`config.mk`:
```
export PLATFORM = sky130hd
export DESIGN_NAME = align_heading_steering_core
export DESIGN_NICKNAME = d
export VERILOG_FILES = /design/src/hdl/ahs_pkg.sv /design/src/hdl/ahs_divider.sv /design/src/hdl/ahs_datapath.sv /design/src/hdl/ahs_ctrl.sv /design/src/hdl/align_heading_steering_core.sv
export VERILOG_INCLUDE_DIRS = /design/src /design/src/hdl
export SDC_FILE = /design/constraint.sdc
export NUM_CORES = 2
export LEC_CHECK = 0
export BUFFER_PORTS_ARGS = -buffer_cell sky130_fd_sc_hd__buf_2
export CELL_PAD_IN_SITES_DETAIL_PLACEMENT = 1
export CELL_PAD_IN_SITES_GLOBAL_PLACEMENT = 2
export CORE_UTILIZATION = 45
export DETAILED_ROUTE_END_ITERATION = 10
export PLACE_DENSITY_LB_ADDON = 0.1
export SYNTH_ARGS = -nofsm -noshare
export SYNTH_HDL_FRONTEND = slang
export SYNTH_SLANG_ARGS = --single-unit
```
`constraint.sdc`:
```
create_clock -name clk_i -period 11.7 [get_ports clk_i]
set_input_delay 2.34 -clock clk_i [delete_from_list [all_inputs] [get_ports clk_i]]
set_output_delay 2.34 -clock clk_i [all_outputs]
set_load 0.005 [all_outputs]
```
`src/hdl/align_heading_steering_core_assert.svh`:
```
// Assertion macros shared by the heading steering modules.
// Each macro expects clk_i and rst_ni in the scope where it is used.
`ifndef ALIGN_HEADING_STEERING_CORE_ASSERT_SVH
`define ALIGN_HEADING_STEERING_CORE_ASSERT_SVH

// Same-cycle implication, checked outside reset.
`define AHS_ASSERT_SAME(lbl, ante, cons, msg) \
  lbl: assert property (@(posedge clk_i) disable iff (!rst_ni) (ante) |-> (cons)) \
    else $error(msg);

// Next-cycle implication, checked outside reset.
`define AHS_ASSERT_NEXT(lbl, ante, cons, msg) \
  lbl: assert property (@(posedge clk_i) disable iff (!rst_ni) (ante) |=> (cons)) \
    else $error(msg);

`endif

```
`src/hdl/ahs_pkg.sv`:
```
// Types, constants and helper functions of the heading steering block.
// Used by every module of the block; depends on nothing.
package ahs_pkg;

  // Full and half turn in 1/128 degree, half turn in 1/32768 degree.
  localparam int FULL_TURN = 46080;
  localparam int HALF_TURN = 23040;
  localparam int Z_HALF    = 180 * 32768;

  // CORDIC word widths.
  localparam int CW = 28;
  localparam int ZW = 26;

  // Shared divider widths.
  localparam int DVD_W = 38;
  localparam int DVS_W = 20;
  localparam int DCNT_W = 6;

  // Register indexes of the configuration port.
  typedef enum logic [2:0] {
    REG_TARGET_RADIUS = 3'd0,
    REG_SLOW_RADIUS   = 3'd1,
    REG_MAX_ROTATION  = 3'd2,
    REG_TIME_TO_TGT   = 3'd3,
    REG_MAX_ACCEL     = 3'd4
  } reg_idx_e;

  // Operand selection of the shared divider.
  typedef enum logic [1:0] {
    DIV_WANT = 2'd0,
    DIV_ANG  = 2'd1,
    DIV_HEAD = 2'd2
  } div_sel_e;

  typedef enum logic [4:0] {
    S_IDLE, S_CORDIC, S_ERR, S_DECIDE, S_MULW, S_DIVW_S, S_DIVW_W, S_DIFF,
    S_DIVA_S, S_DIVA_W, S_SAT, S_HMUL, S_HADD, S_DIVH_S, S_DIVH_W, S_HWRAP,
    S_DONE
  } state_e;

  typedef struct packed {
    logic signed [15:0] target_x;
    logic signed [15:0] target_y;
    logic signed [15:0] self_x;
    logic signed [15:0] self_y;
    logic [15:0]        time_step;
  } in_t;

  typedef struct packed {
    logic signed [20:0] angular_out;
    logic signed [15:0] new_heading;
    logic               coincident;
  } out_t;

  // Commands from the controller to the datapath.
  typedef struct packed {
    logic     load;
    logic     cordic;
    logic     calc_err;
    logic     ang_zero;
    logic     mul_want;
    logic     div_start;
    div_sel_e div_sel;
    logic     calc_diff;
    logic     sat;
    logic     head_mul;
    logic     head_add;
    logic     head_wrap;
    logic     out_load;
  } cmd_t;

  // Status from the datapath to the controller.
  typedef struct packed {
    logic cordic_last;
    logic coin;
    logic in_radius;
    logic full;
    logic div_busy;
  } sts_t;

  // atan(2^-i) in 1/32768 degree.
  function automatic logic [20:0] ahs_atan(input logic [4:0] i);
    logic [20:0] r;
    case (i)
      5'd0:  r = 21'd1474560;
      5'd1:  r = 21'd870484;
      5'd2:  r = 21'd459940;
      5'd3:  r = 21'd233473;
      5'd4:  r = 21'd117189;
      5'd5:  r = 21'd58653;
      5'd6:  r = 21'd29333;
      5'd7:  r = 21'd14667;
      5'd8:  r = 21'd7334;
      5'd9:  r = 21'd3667;
      5'd10: r = 21'd1833;
      5'd11: r = 21'd917;
      5'd12: r = 21'd458;
      5'd13: r = 21'd229;
      5'd14: r = 21'd115;
      5'd15: r = 21'd57;
      5'd16: r = 21'd29;
      5'd17: r = 21'd14;
      5'd18: r = 21'd7;
      5'd19: r = 21'd4;
      5'd20: r = 21'd2;
      5'd21: r = 21'd1;
      default: r = 21'd0;
    endcase
    return r;
  endfunction

  // Folds an angle within one and a half turns into [-half, +half] turn.
  function automatic logic signed [15:0] ahs_wrap_half(input logic signed [18:0] a);
    logic signed [18:0] r;
    if (a > 19'sd23040) begin
      r = a - 19'sd46080;
    end else if (a < -19'sd23040) begin
      r = a + 19'sd46080;
    end else begin
      r = a;
    end
    return r[15:0];
  endfunction

endpackage

```
`src/hdl/ahs_divider.sv`:
```
// Restoring unsigned divider, one quotient bit per cycle, shared by the variable divisions.
// Depends on ahs_pkg for its widths.
module ahs_divider (
  input  logic                      clk_i,
  input  logic                      rst_ni,
  input  logic                      start_i,
  input  logic [ahs_pkg::DVD_W-1:0] dividend_i,
  input  logic [ahs_pkg::DVS_W-1:0] divisor_i,
  output logic                      busy_o,
  output logic [ahs_pkg::DVD_W-1:0] quot_o
);
  import ahs_pkg::*;

  logic [DCNT_W-1:0] cnt_q, cnt_d;
  logic              busy_q, busy_d;
  logic [DVD_W-1:0]  dvd_q, dvd_d;
  logic [DVS_W-1:0]  dvs_q, dvs_d;
  logic [DVS_W:0]    rem_q, rem_d;
  logic [DVS_W:0]    trial;

  // One shift and trial subtraction per cycle; the dividend word fills with quotient bits.
  always_comb begin
    cnt_d  = cnt_q;
    busy_d = busy_q;
    dvd_d  = dvd_q;
    dvs_d  = dvs_q;
    rem_d  = rem_q;
    trial  = {rem_q[DVS_W-1:0], dvd_q[DVD_W-1]};
    if (start_i) begin
      busy_d = 1'b1;
      cnt_d  = '0;
      dvd_d  = dividend_i;
      dvs_d  = divisor_i;
      rem_d  = '0;
    end else if (busy_q) begin
      if (trial >= {1'b0, dvs_q}) begin
        rem_d = trial - {1'b0, dvs_q};
        dvd_d = {dvd_q[DVD_W-2:0], 1'b1};
      end else begin
        rem_d = trial;
        dvd_d = {dvd_q[DVD_W-2:0], 1'b0};
      end
      cnt_d = cnt_q + 1'b1;
      if (cnt_q == DCNT_W'(DVD_W - 1)) begin
        busy_d = 1'b0;
      end
    end
  end

  always_ff @(posedge clk_i or negedge rst_ni) begin
    if (!rst_ni) begin
      busy_q <= 1'b0;
      cnt_q  <= '0;
    end else begin
      busy_q <= busy_d;
      cnt_q  <= cnt_d;
    end
  end

  always_ff @(posedge clk_i) begin
    dvd_q <= dvd_d;
    dvs_q <= dvs_d;
    rem_q <= rem_d;
  end

  assign busy_o = busy_q;
  assign quot_o = dvd_q;

endmodule

```
`src/hdl/ahs_datapath.sv`:
```
// Datapath: configuration registers, CORDIC, error, rate and heading arithmetic.
// Depends on ahs_pkg and instantiates ahs_divider.
module ahs_datapath #(
  parameter int unsigned CORDIC_STEPS = 16
) (
  input  logic              clk_i,
  input  logic              rst_ni,
  input  logic              cfg_we_i,
  input  logic [2:0]        cfg_idx_i,
  input  logic [19:0]       cfg_data_i,
  input  ahs_pkg::in_t      in_data_i,
  input  ahs_pkg::cmd_t     cmd_i,
  output ahs_pkg::sts_t     sts_o,
  output ahs_pkg::out_t     out_data_o
);
  import ahs_pkg::*;

  localparam int IW = (CORDIC_STEPS > 1) ? $clog2(CORDIC_STEPS) : 1;

  // Configuration registers.
  logic [14:0] tr_q, sl_q;
  logic [19:0] mr_q, macc_q;
  logic [15:0] ttt_q;

  always_ff @(posedge clk_i or negedge rst_ni) begin
    if (!rst_ni) begin
      tr_q   <= 15'd128;
      sl_q   <= 15'd1280;
      mr_q   <= 20'd11520;
      ttt_q  <= 16'd6554;
      macc_q <= 20'd23040;
    end else if (cfg_we_i) begin
      case (cfg_idx_i)
        REG_TARGET_RADIUS: tr_q   <= cfg_data_i[14:0];
        REG_SLOW_RADIUS:   sl_q   <= cfg_data_i[14:0];
        REG_MAX_ROTATION:  mr_q   <= cfg_data_i;
        REG_TIME_TO_TGT:   ttt_q  <= cfg_data_i[15:0];
        REG_MAX_ACCEL:     macc_q <= cfg_data_i;
        default: ;
      endcase
    end
  end

  // Persistent steering state.
  logic signed [15:0] heading_q;
  logic signed [20:0] rate_q;

  // Working registers.
  logic signed [CW-1:0] cx_q, cy_q;
  logic signed [ZW-1:0] cz_q;
  logic [IW-1:0]        idx_q;
  logic                 coin_q;
  logic [15:0]          ts_q;
  logic signed [15:0]   err_q;
  logic [14:0]          size_q;
  logic [37:0]          prod_q;
  logic                 dneg_q;
  logic [21:0]          dmag_q;
  logic signed [20:0]   ang_q;
  logic                 sneg_q;
  logic [23:0]          smag_q;
  out_t                 out_q;

  // Divider operands.
  logic [DVD_W-1:0] div_dvd, div_quot;
  logic [DVS_W-1:0] div_dvs;
  logic             div_busy;
  logic             div_start, red_start;

  // The heading remainder runs on its own reducer, the other divisions on the divider.
  assign red_start = cmd_i.div_start && (cmd_i.div_sel == DIV_HEAD);
  assign div_start = cmd_i.div_start && (cmd_i.div_sel != DIV_HEAD);

  always_comb begin
    case (cmd_i.div_sel)
      DIV_WANT: begin
        div_dvd = prod_q;
        div_dvs = {5'd0, sl_q};
      end
      DIV_ANG: begin
        div_dvd = {dmag_q, 16'd0};
        div_dvs = {4'd0, (ttt_q == 16'd0) ? 16'd1 : ttt_q};
      end
      default: begin
        div_dvd = prod_q;
        div_dvs = {5'd0, sl_q};
      end
    endcase
  end

  ahs_divider u_div (
    .clk_i      (clk_i),
    .rst_ni     (rst_ni),
    .start_i    (div_start),
    .dividend_i (div_dvd),
    .divisor_i  (div_dvs),
    .busy_o     (div_busy),
    .quot_o     (div_quot)
  );

  // Heading magnitude modulo a full turn: compare and subtract 16, 8, 4, 2 and 1 turns,
  // one step per cycle; the magnitude stays below 32 turns.
  logic [23:0] red_q;
  logic [2:0]  red_cnt_q;
  logic        red_busy_q;
  logic [23:0] red_step;

  assign red_step = 24'(FULL_TURN) << (3'd4 - red_cnt_q);

  always_ff @(posedge clk_i or negedge rst_ni) begin
    if (!rst_ni) begin
      red_busy_q <= 1'b0;
      red_cnt_q  <= '0;
    end else if (red_start) begin
      red_busy_q <= 1'b1;
      red_cnt_q  <= '0;
    end else if (red_busy_q) begin
      red_cnt_q <= red_cnt_q + 1'b1;
      if (red_cnt_q == 3'd4) begin
        red_busy_q <= 1'b0;
      end
    end
  end

  always_ff @(posedge clk_i) begin
    if (red_start) begin
      red_q <= smag_q;
    end else if (red_busy_q && (red_q >= red_step)) begin
      red_q <= red_q - red_step;
    end
  end

  // Word capture and CORDIC prerotation into the right half plane.
  logic signed [16:0]   dx, dy;
  logic signed [CW-1:0] x0, y0;
  assign dx = {in_data_i.target_x[15], in_data_i.target_x}
            - {in_data_i.self_x[15], in_data_i.self_x};
  assign dy = {in_data_i.target_y[15], in_data_i.target_y}
            - {in_data_i.self_y[15], in_data_i.self_y};
  assign x0 = {{(CW-25){dx[16]}}, dx, 8'd0};
  assign y0 = {{(CW-25){dy[16]}}, dy, 8'd0};

  // One CORDIC vectoring iteration.
  logic signed [CW-1:0] xs, ys;
  logic signed [ZW-1:0] at;
  assign xs = cx_q >>> idx_q;
  assign ys = cy_q >>> idx_q;
  assign at = $signed({{(ZW-21){1'b0}}, ahs_atan(5'(idx_q))});

  // Bearing rounded to 1/128 degree and the wrapped heading error.
  logic signed [ZW-1:0] bsum;
  logic signed [18:0]   bdiff, bmod;
  logic signed [15:0]   err_w;
  always_comb begin
    bsum  = cz_q + ZW'(128);
    bdiff = {bsum[ZW-1], bsum[ZW-1:8]} - {{3{heading_q[15]}}, heading_q};
    if (bdiff >= 19'sd46080) begin
      bmod = bdiff - 19'sd46080;
    end else if (bdiff <= -19'sd46080) begin
      bmod = bdiff + 19'sd46080;
    end else begin
      bmod = bdiff;
    end
    err_w = ahs_wrap_half(bmod);
  end

  // Rate difference, saturation and heading arithmetic.
  logic [19:0]        want;
  logic signed [21:0] swant, diff;
  logic [19:0]        sat;
  logic signed [38:0] hround;
  logic signed [23:0] hsum;
  logic signed [18:0] hmod;
  always_comb begin
    want   = sts_o.full ? mr_q : div_quot[19:0];
    swant  = err_q[15] ? -$signed({2'b0, want}) : $signed({2'b0, want});
    diff   = swant - {rate_q[20], rate_q};
    sat    = (div_quot > {18'd0, macc_q}) ? macc_q : div_quot[19:0];
    hround = $signed({prod_q[37], prod_q}) + 39'sd32768;
    hsum   = {{8{heading_q[15]}}, heading_q} + {hround[38], hround[38:16]};
    hmod   = sneg_q ? -$signed({3'd0, red_q[15:0]}) : $signed({3'd0, red_q[15:0]});
  end

  always_ff @(posedge clk_i) begin
    if (cmd_i.load) begin
      coin_q <= (dx == 17'sd0) && (dy == 17'sd0);
      ts_q   <= in_data_i.time_step;
      idx_q  <= '0;
      if (dx < 17'sd0) begin
        cx_q <= -x0;
        cy_q <= -y0;
        cz_q <= (dy >= 17'sd0) ? ZW'(Z_HALF) : -ZW'(Z_HALF);
      end else begin
        cx_q <= x0;
        cy_q <= y0;
        cz_q <= '0;
      end
    end
    if (cmd_i.cordic) begin
      idx_q <= idx_q + 1'b1;
      if (cy_q > 0) begin
        cx_q <= cx_q + ys;
        cy_q <= cy_q - xs;
        cz_q <= cz_q + at;
      end else begin
        cx_q <= cx_q - ys;
        cy_q <= cy_q + xs;
        cz_q <= cz_q - at;
      end
    end
    if (cmd_i.calc_err) begin
      err_q  <= err_w;
      size_q <= err_w[15] ? 15'(-err_w) : err_w[14:0];
    end
    if (cmd_i.mul_want) begin
      prod_q <= 38'(mr_q * size_q);
    end
    if (cmd_i.calc_diff) begin
      dneg_q <= diff[21];
      dmag_q <= diff[21] ? 22'(-diff) : diff;
    end
    if (cmd_i.ang_zero) begin
      ang_q <= '0;
    end else if (cmd_i.sat) begin
      ang_q <= dneg_q ? -$signed({1'b0, sat}) : $signed({1'b0, sat});
    end
    if (cmd_i.head_mul) begin
      prod_q <= 38'($signed(ang_q) * $signed({1'b0, ts_q}));
    end
    if (cmd_i.head_add) begin
      sneg_q <= hsum[23];
      smag_q <= hsum[23] ? 24'(-hsum) : hsum;
    end
    if (cmd_i.out_load) begin
      out_q.angular_out <= ang_q;
      out_q.new_heading <= heading_q;
      out_q.coincident  <= coin_q;
    end
  end

  // The new rate is taken with the multiply, the heading after its wrap.
  always_ff @(posedge clk_i or negedge rst_ni) begin
    if (!rst_ni) begin
      heading_q <= '0;
      rate_q    <= '0;
    end else begin
      if (cmd_i.head_mul) begin
        rate_q <= ang_q;
      end
      if (cmd_i.head_wrap) begin
        heading_q <= ahs_wrap_half(hmod);
      end
    end
  end

  assign sts_o.cordic_last = (idx_q == IW'(CORDIC_STEPS - 1));
  assign sts_o.coin        = coin_q;
  assign sts_o.in_radius   = size_q < tr_q;
  assign sts_o.full        = (sl_q == 15'd0) || (size_q > sl_q);
  assign sts_o.div_busy    = div_busy || red_busy_q;
  assign out_data_o        = out_q;

endmodule

```
`src/hdl/ahs_ctrl.sv`:
```
// Controller: sequences one word through the datapath and owns both handshakes.
// Depends on ahs_pkg and the assertion macro header.
module ahs_ctrl (
  input  logic          clk_i,
  input  logic          rst_ni,
  input  logic          in_valid_i,
  output logic          in_ready_o,
  output logic          out_valid_o,
  input  logic          out_ready_i,
  input  ahs_pkg::sts_t sts_i,
  output ahs_pkg::cmd_t cmd_o
);
  import ahs_pkg::*;
  `include "align_heading_steering_core_assert.svh"

  state_e state_q, state_d;
  logic   out_valid_q, out_valid_d;
  logic   can_load;

  assign can_load = !out_valid_q || out_ready_i;

  // Next state.
  always_comb begin
    state_d = state_q;
    case (state_q)
      S_IDLE:   if (in_valid_i) state_d = S_CORDIC;
      S_CORDIC: if (sts_i.cordic_last) state_d = S_ERR;
      S_ERR:    state_d = S_DECIDE;
      S_DECIDE: begin
        if (sts_i.coin || sts_i.in_radius) begin
          state_d = S_HMUL;
        end else if (sts_i.full) begin
          state_d = S_DIFF;
        end else begin
          state_d = S_MULW;
        end
      end
      S_MULW:   state_d = S_DIVW_S;
      S_DIVW_S: state_d = S_DIVW_W;
      S_DIVW_W: if (!sts_i.div_busy) state_d = S_DIFF;
      S_DIFF:   state_d = S_DIVA_S;
      S_DIVA_S: state_d = S_DIVA_W;
      S_DIVA_W: if (!sts_i.div_busy) state_d = S_SAT;
      S_SAT:    state_d = S_HMUL;
      S_HMUL:   state_d = S_HADD;
      S_HADD:   state_d = S_DIVH_S;
      S_DIVH_S: state_d = S_DIVH_W;
      S_DIVH_W: if (!sts_i.div_busy) state_d = S_HWRAP;
      S_HWRAP:  state_d = S_DONE;
      S_DONE:   if (can_load) state_d = S_IDLE;
      default:  state_d = S_IDLE;
    endcase
  end

  // Commands for the current state.
  always_comb begin
    cmd_o = '0;
    cmd_o.div_sel = DIV_WANT;
    out_valid_d = out_valid_q && !out_ready_i;
    case (state_q)
      S_IDLE:   cmd_o.load = in_valid_i;
      S_CORDIC: cmd_o.cordic = 1'b1;
      S_ERR:    cmd_o.calc_err = 1'b1;
      S_DECIDE: cmd_o.ang_zero = sts_i.coin || sts_i.in_radius;
      S_MULW:   cmd_o.mul_want = 1'b1;
      S_DIVW_S: cmd_o.div_start = 1'b1;
      S_DIFF:   cmd_o.calc_diff = 1'b1;
      S_DIVA_S: begin
        cmd_o.div_start = 1'b1;
        cmd_o.div_sel   = DIV_ANG;
      end
      S_SAT:    cmd_o.sat = 1'b1;
      S_HMUL:   cmd_o.head_mul = 1'b1;
      S_HADD:   cmd_o.head_add = 1'b1;
      S_DIVH_S: begin
        cmd_o.div_start = 1'b1;
        cmd_o.div_sel   = DIV_HEAD;
      end
      S_HWRAP:  cmd_o.head_wrap = 1'b1;
      S_DONE: begin
        if (can_load) begin
          cmd_o.out_load = 1'b1;
          out_valid_d    = 1'b1;
        end
      end
      default: ;
    endcase
  end

  always_ff @(posedge clk_i or negedge rst_ni) begin
    if (!rst_ni) begin
      state_q     <= S_IDLE;
      out_valid_q <= 1'b0;
    end else begin
      state_q     <= state_d;
      out_valid_q <= out_valid_d;
    end
  end

  assign in_ready_o  = (state_q == S_IDLE);
  assign out_valid_o = out_valid_q;

  `AHS_ASSERT_NEXT(a_accept_starts, in_valid_i && in_ready_o, state_q == S_CORDIC, "accepted word did not start the CORDIC")
  `AHS_ASSERT_NEXT(a_cordic_runs, state_q == S_CORDIC && !sts_i.cordic_last, state_q == S_CORDIC, "CORDIC left early")
  `AHS_ASSERT_NEXT(a_done_holds, state_q == S_DONE && out_valid_q && !out_ready_i, state_q == S_DONE, "result overwritten while held")
  `AHS_ASSERT_SAME(a_start_idle_div, cmd_o.div_start, !sts_i.div_busy, "divider started while busy")

endmodule

```
`src/hdl/align_heading_steering_core.sv`:
```
// Heading steering core: one word per control tick, one result word per input word.
// A result is valid latest after its word is accepted when the wanted rate is scaled by
// the error, sooner at full wanted rate, and soonest when the positions coincide or the
// error is inside the target radius. The length is set by the CORDIC, one iteration per
// cycle, by the shared 38-bit divider, one quotient bit per cycle (up to two divisions per
// word), and by a reduction of the heading modulo a full turn. The core is ready for the
// next word from the cycle in which the previous result reaches the output register,
// which waits only while an earlier result is still held by the receiver.
module align_heading_steering_core #(
  parameter int unsigned CORDIC_STEPS = 16
) (
  input  logic          clk_i,
  input  logic          rst_ni,
  input  logic          cfg_we_i,
  input  logic [2:0]    cfg_idx_i,
  input  logic [19:0]   cfg_data_i,
  input  logic          in_valid_i,
  output logic          in_ready_o,
  input  ahs_pkg::in_t  in_data_i,
  output logic          out_valid_o,
  input  logic          out_ready_i,
  output ahs_pkg::out_t out_data_o
);
  import ahs_pkg::*;

  cmd_t cmd;
  sts_t sts;

  // Sequencer.
  ahs_ctrl u_ctrl (
    .clk_i       (clk_i),
    .rst_ni      (rst_ni),
    .in_valid_i  (in_valid_i),
    .in_ready_o  (in_ready_o),
    .out_valid_o (out_valid_o),
    .out_ready_i (out_ready_i),
    .sts_i       (sts),
    .cmd_o       (cmd)
  );

  // Arithmetic and state.
  ahs_datapath #(
    .CORDIC_STEPS (CORDIC_STEPS)
  ) u_dp (
    .clk_i      (clk_i),
    .rst_ni     (rst_ni),
    .cfg_we_i   (cfg_we_i),
    .cfg_idx_i  (cfg_idx_i),
    .cfg_data_i (cfg_data_i),
    .in_data_i  (in_data_i),
    .cmd_i      (cmd),
    .sts_o      (sts),
    .out_data_o (out_data_o)
  );

endmodule

```
==> impl_results.md <==
- Outcome: finished, violations left
- Failing checks: DRC
- Via count: 49121
- Vias per inst: 5.65
- Average wire per standard cell: 21.9 microns
- Hold path cells: 2
- Hold buffer count at cts: 0
- Flops & latches, synth: around 520
- Tmin final: about 8500 ps
- Max-slew headroom: 0.181
- Critical Path AT: 8880 ps
- CORE AREA: 0.134 sq mm
- WS Path Type: reg2reg
- Clock latency on the worst-skew pair: 700 ps
- Largest net degree at the start of global routing: 76
- # placed instances: approximately 8600
- Number of port buffers: 147
- DR iter-0 viols: approximately 2800
- Area share of the largest cell type after synthesis: 0.190
- Final setup fails: 0
- Global-route wire length before repair: 303 mm
- Post-synthesis cell count: 6875
- DR DRC count: 16
- Setup TNS: 0 ps
- Fin cells: 8697
- YS warnings: 0
- Max-slew violation count: 0
- Util after Layout: 0.491
- F_max: 118 MHz
- Area growth syn-to-layout: 8.05%
- Hold Crit Class: reg2reg
- Placed inst area: 0.0633 sq mm
- Clock Sinks: 523
- Most used DFF post-synth: edfxtp_1
- Synth top area cells: fa_1 (19%), edfxtp_1 (16%), ha_1 (9.9%)
- Layout cells sized above 1: 0.0746
- Ys async rst share: 0.268
- CTS tree: built
- Pre-antenna DRT Iters: 9
- Period utilization: 0.723
- Clk_skew: 42.6 ps
- Post-synth EDFFs: 321
- Unrepaired setup endpoints after global routing: false
- Max incr delay on CP: 680 ps
- Critical path startpoint category: register
- I/O pin cnt: about 150
- Clock slew at reported path FFs: 60 ps
- Register area share after synthesis: 0.237
- Fin area: 0.0656 sq mm
- CTS root buf: clkbuf_16
- Post-route ant nets: 0
- Fin. Hold Viols: 0
- Vias in the first global route: 53098
- Initial antenna violation count: 10
- Num rows: 134
- Post-DP HPWL: 148 mm
- Initial Util: 0.455
- Reg2Reg Depth: 35
- H-tree Lvls: 3
- Max Cap Viol: 0
- Yosys cell types: 99
- Placer congestion estimate: just under 0.9
- Drt total wl: 191 mm
- Clock Tree Buf Depth: 3
- CP Capture Type: register
- Postcts setup bufs: 0
- Worst EP required: 12120 ps
- Avg Cell Area, Syn: 8.84 sq um
- Slowest CP cell: a2111oi_0
- Worst Tran Pin Value: between 1000 and 1500 ps
- Die footprint: about 0.14 sq mm
- Synth Cell Area: 0.0607 sq mm
- CP max FO: 48
- # resized after CTS: 0
- Die H: around 370 microns
- Fin nets: 8038
- Die Wd: 369 microns
- Grt ovf: 0
- Num CTS Buffers: 69
- Cell taking the most area after synthesis: fa_1
- Syn nets: between 8000 and 9000
- Gr usage total: 0.284
## cells in the final DEF (no fill, tap or decap), drive strengths merged, types with 74 or more instances in the layout
master,count
nor2,439
and2,281
a21oi,345
buf,233
mux2i,118
ha,482
o21ai,364
xnor2,279
clkbuf,94
xor2,176
nand2,930
dfrtp,122
fa,576
a21o,74
inv,867
edfxtp,321
nand3,89
nor3,135
## area by class of cell
type	count	area, sq um
fillers	15599	68000
multi-input cells	5180	42000
flip-flops and latches	523	14400
inverters	865	3250
well taps	1768	2210
clock buffers	94	1990
repair buffers	233	1390
clock inverters	33	362
diodes	1	2.50
## kinds of logic (layout without fill, tap and decap cells)
group,Yosys count,count (layout),share of synthesized area
other cells,0,1,0
xor+xnor,455,455,0.0659
simple gates,2245,2245,0.173
compound gates,1221,1221,0.125
flops,523,523,0.237
buf+inv,1172,1225,0.0729
mux,201,201,0.0376
fa+ha+maj,1058,1058,0.289
## synthesized netlist by cell type, drive strengths merged, types with 44 or more instances
| master | number |
|---|---|
| fa | 576 |
| mux2i | 118 |
| inv | 864 |
| nand3 | 89 |
| a21oi | 345 |
| a211oi | 47 |
| nand2b | 53 |
| o21ai | 364 |
| nor4 | 44 |
| or3 | 59 |
| a31oi | 62 |
| and3 | 50 |
| nor2b | 51 |
| o21a | 57 |
| mux2 | 68 |
| and2 | 281 |
| dfxtp | 62 |
| nor3 | 135 |
| xnor2 | 279 |
| clkbuf | 278 |
| ha | 482 |
| nor2 | 439 |
| edfxtp | 321 |
| dfrtp | 122 |
| xor2 | 176 |
| nand2 | 930 |
| a21o | 74 |
## metrics by stage
| stage | hold WS (ps) | worst slack [ps] |
|---|---|---|
| CTS | 509 | 3360 |
| global placement | 475 | 3610 |
| global route | 521 | 2780 |
| finish | 501 | 3250 |
| detailed placement | 480 | 3470 |
| floorplan | 406 | 4230 |
## critical path: cells and delay by family (launching register included)
| family | cells | cell delay [ps] |
|---|---|---|
| compound gates | 22 | 4530 |
| buf+inv | 3 | 1010 |
| fa+ha+maj | 3 | 950 |
| simple gates | 5 | 770 |
| xor+xnor | 2 | 540 |
| flops | 1 | 370 |
## routing by layer
layer	wire length (microns)	up-vias	global-route usage
met5	0	-	0
li1	-	22935	-
met2	93500	807	0.489
met1	85700	25154	0.380
met4	5190	0	0.0765
met3	6470	225	0.0271
## registers in the layout, summed over array words and instances (netlist names), 20 cells and up
name	count
u_dp.rate_q	21
u_dp.ang_q	21
u_dp.prod_q	38
u_dp.smag_q	24
u_dp.cz_q	26
u_dp.u_div.quot_o	38
u_dp.out_data_o	38
u_dp.at	21
u_dp.mr_q	20
u_dp.cy_q	28
u_dp.macc_q	20
u_dp.dmag_q	22
u_dp.red_q	24
u_dp.cx_q	28
u_dp.u_div.rem_q	20
## final timing paths
| kind | slack (ps) | endpoint | from |
|---|---|---|---|
| max | 3250 | u_dp.dmag_q[20] | u_dp.size_q[1] |
| min | 500 | u_dp.u_div.rem_q[11] | u_dp.u_div.rem_q[11] |
| max reg2reg | 3250 | u_dp.dmag_q[20] | u_dp.size_q[1] |
| min reg2reg | 500 | u_dp.u_div.rem_q[11] | u_dp.u_div.rem_q[11] |
| max in group asynchronous | 8760 | u_dp.u_div.busy_o | rst_ni |
| min in group asynchronous | 1600 | u_dp.macc_q[8] | rst_ni |
Power is left out: the tool's default activity adds up to more than one toggle a clock period on the data nets, which glitch-free logic cannot reach.
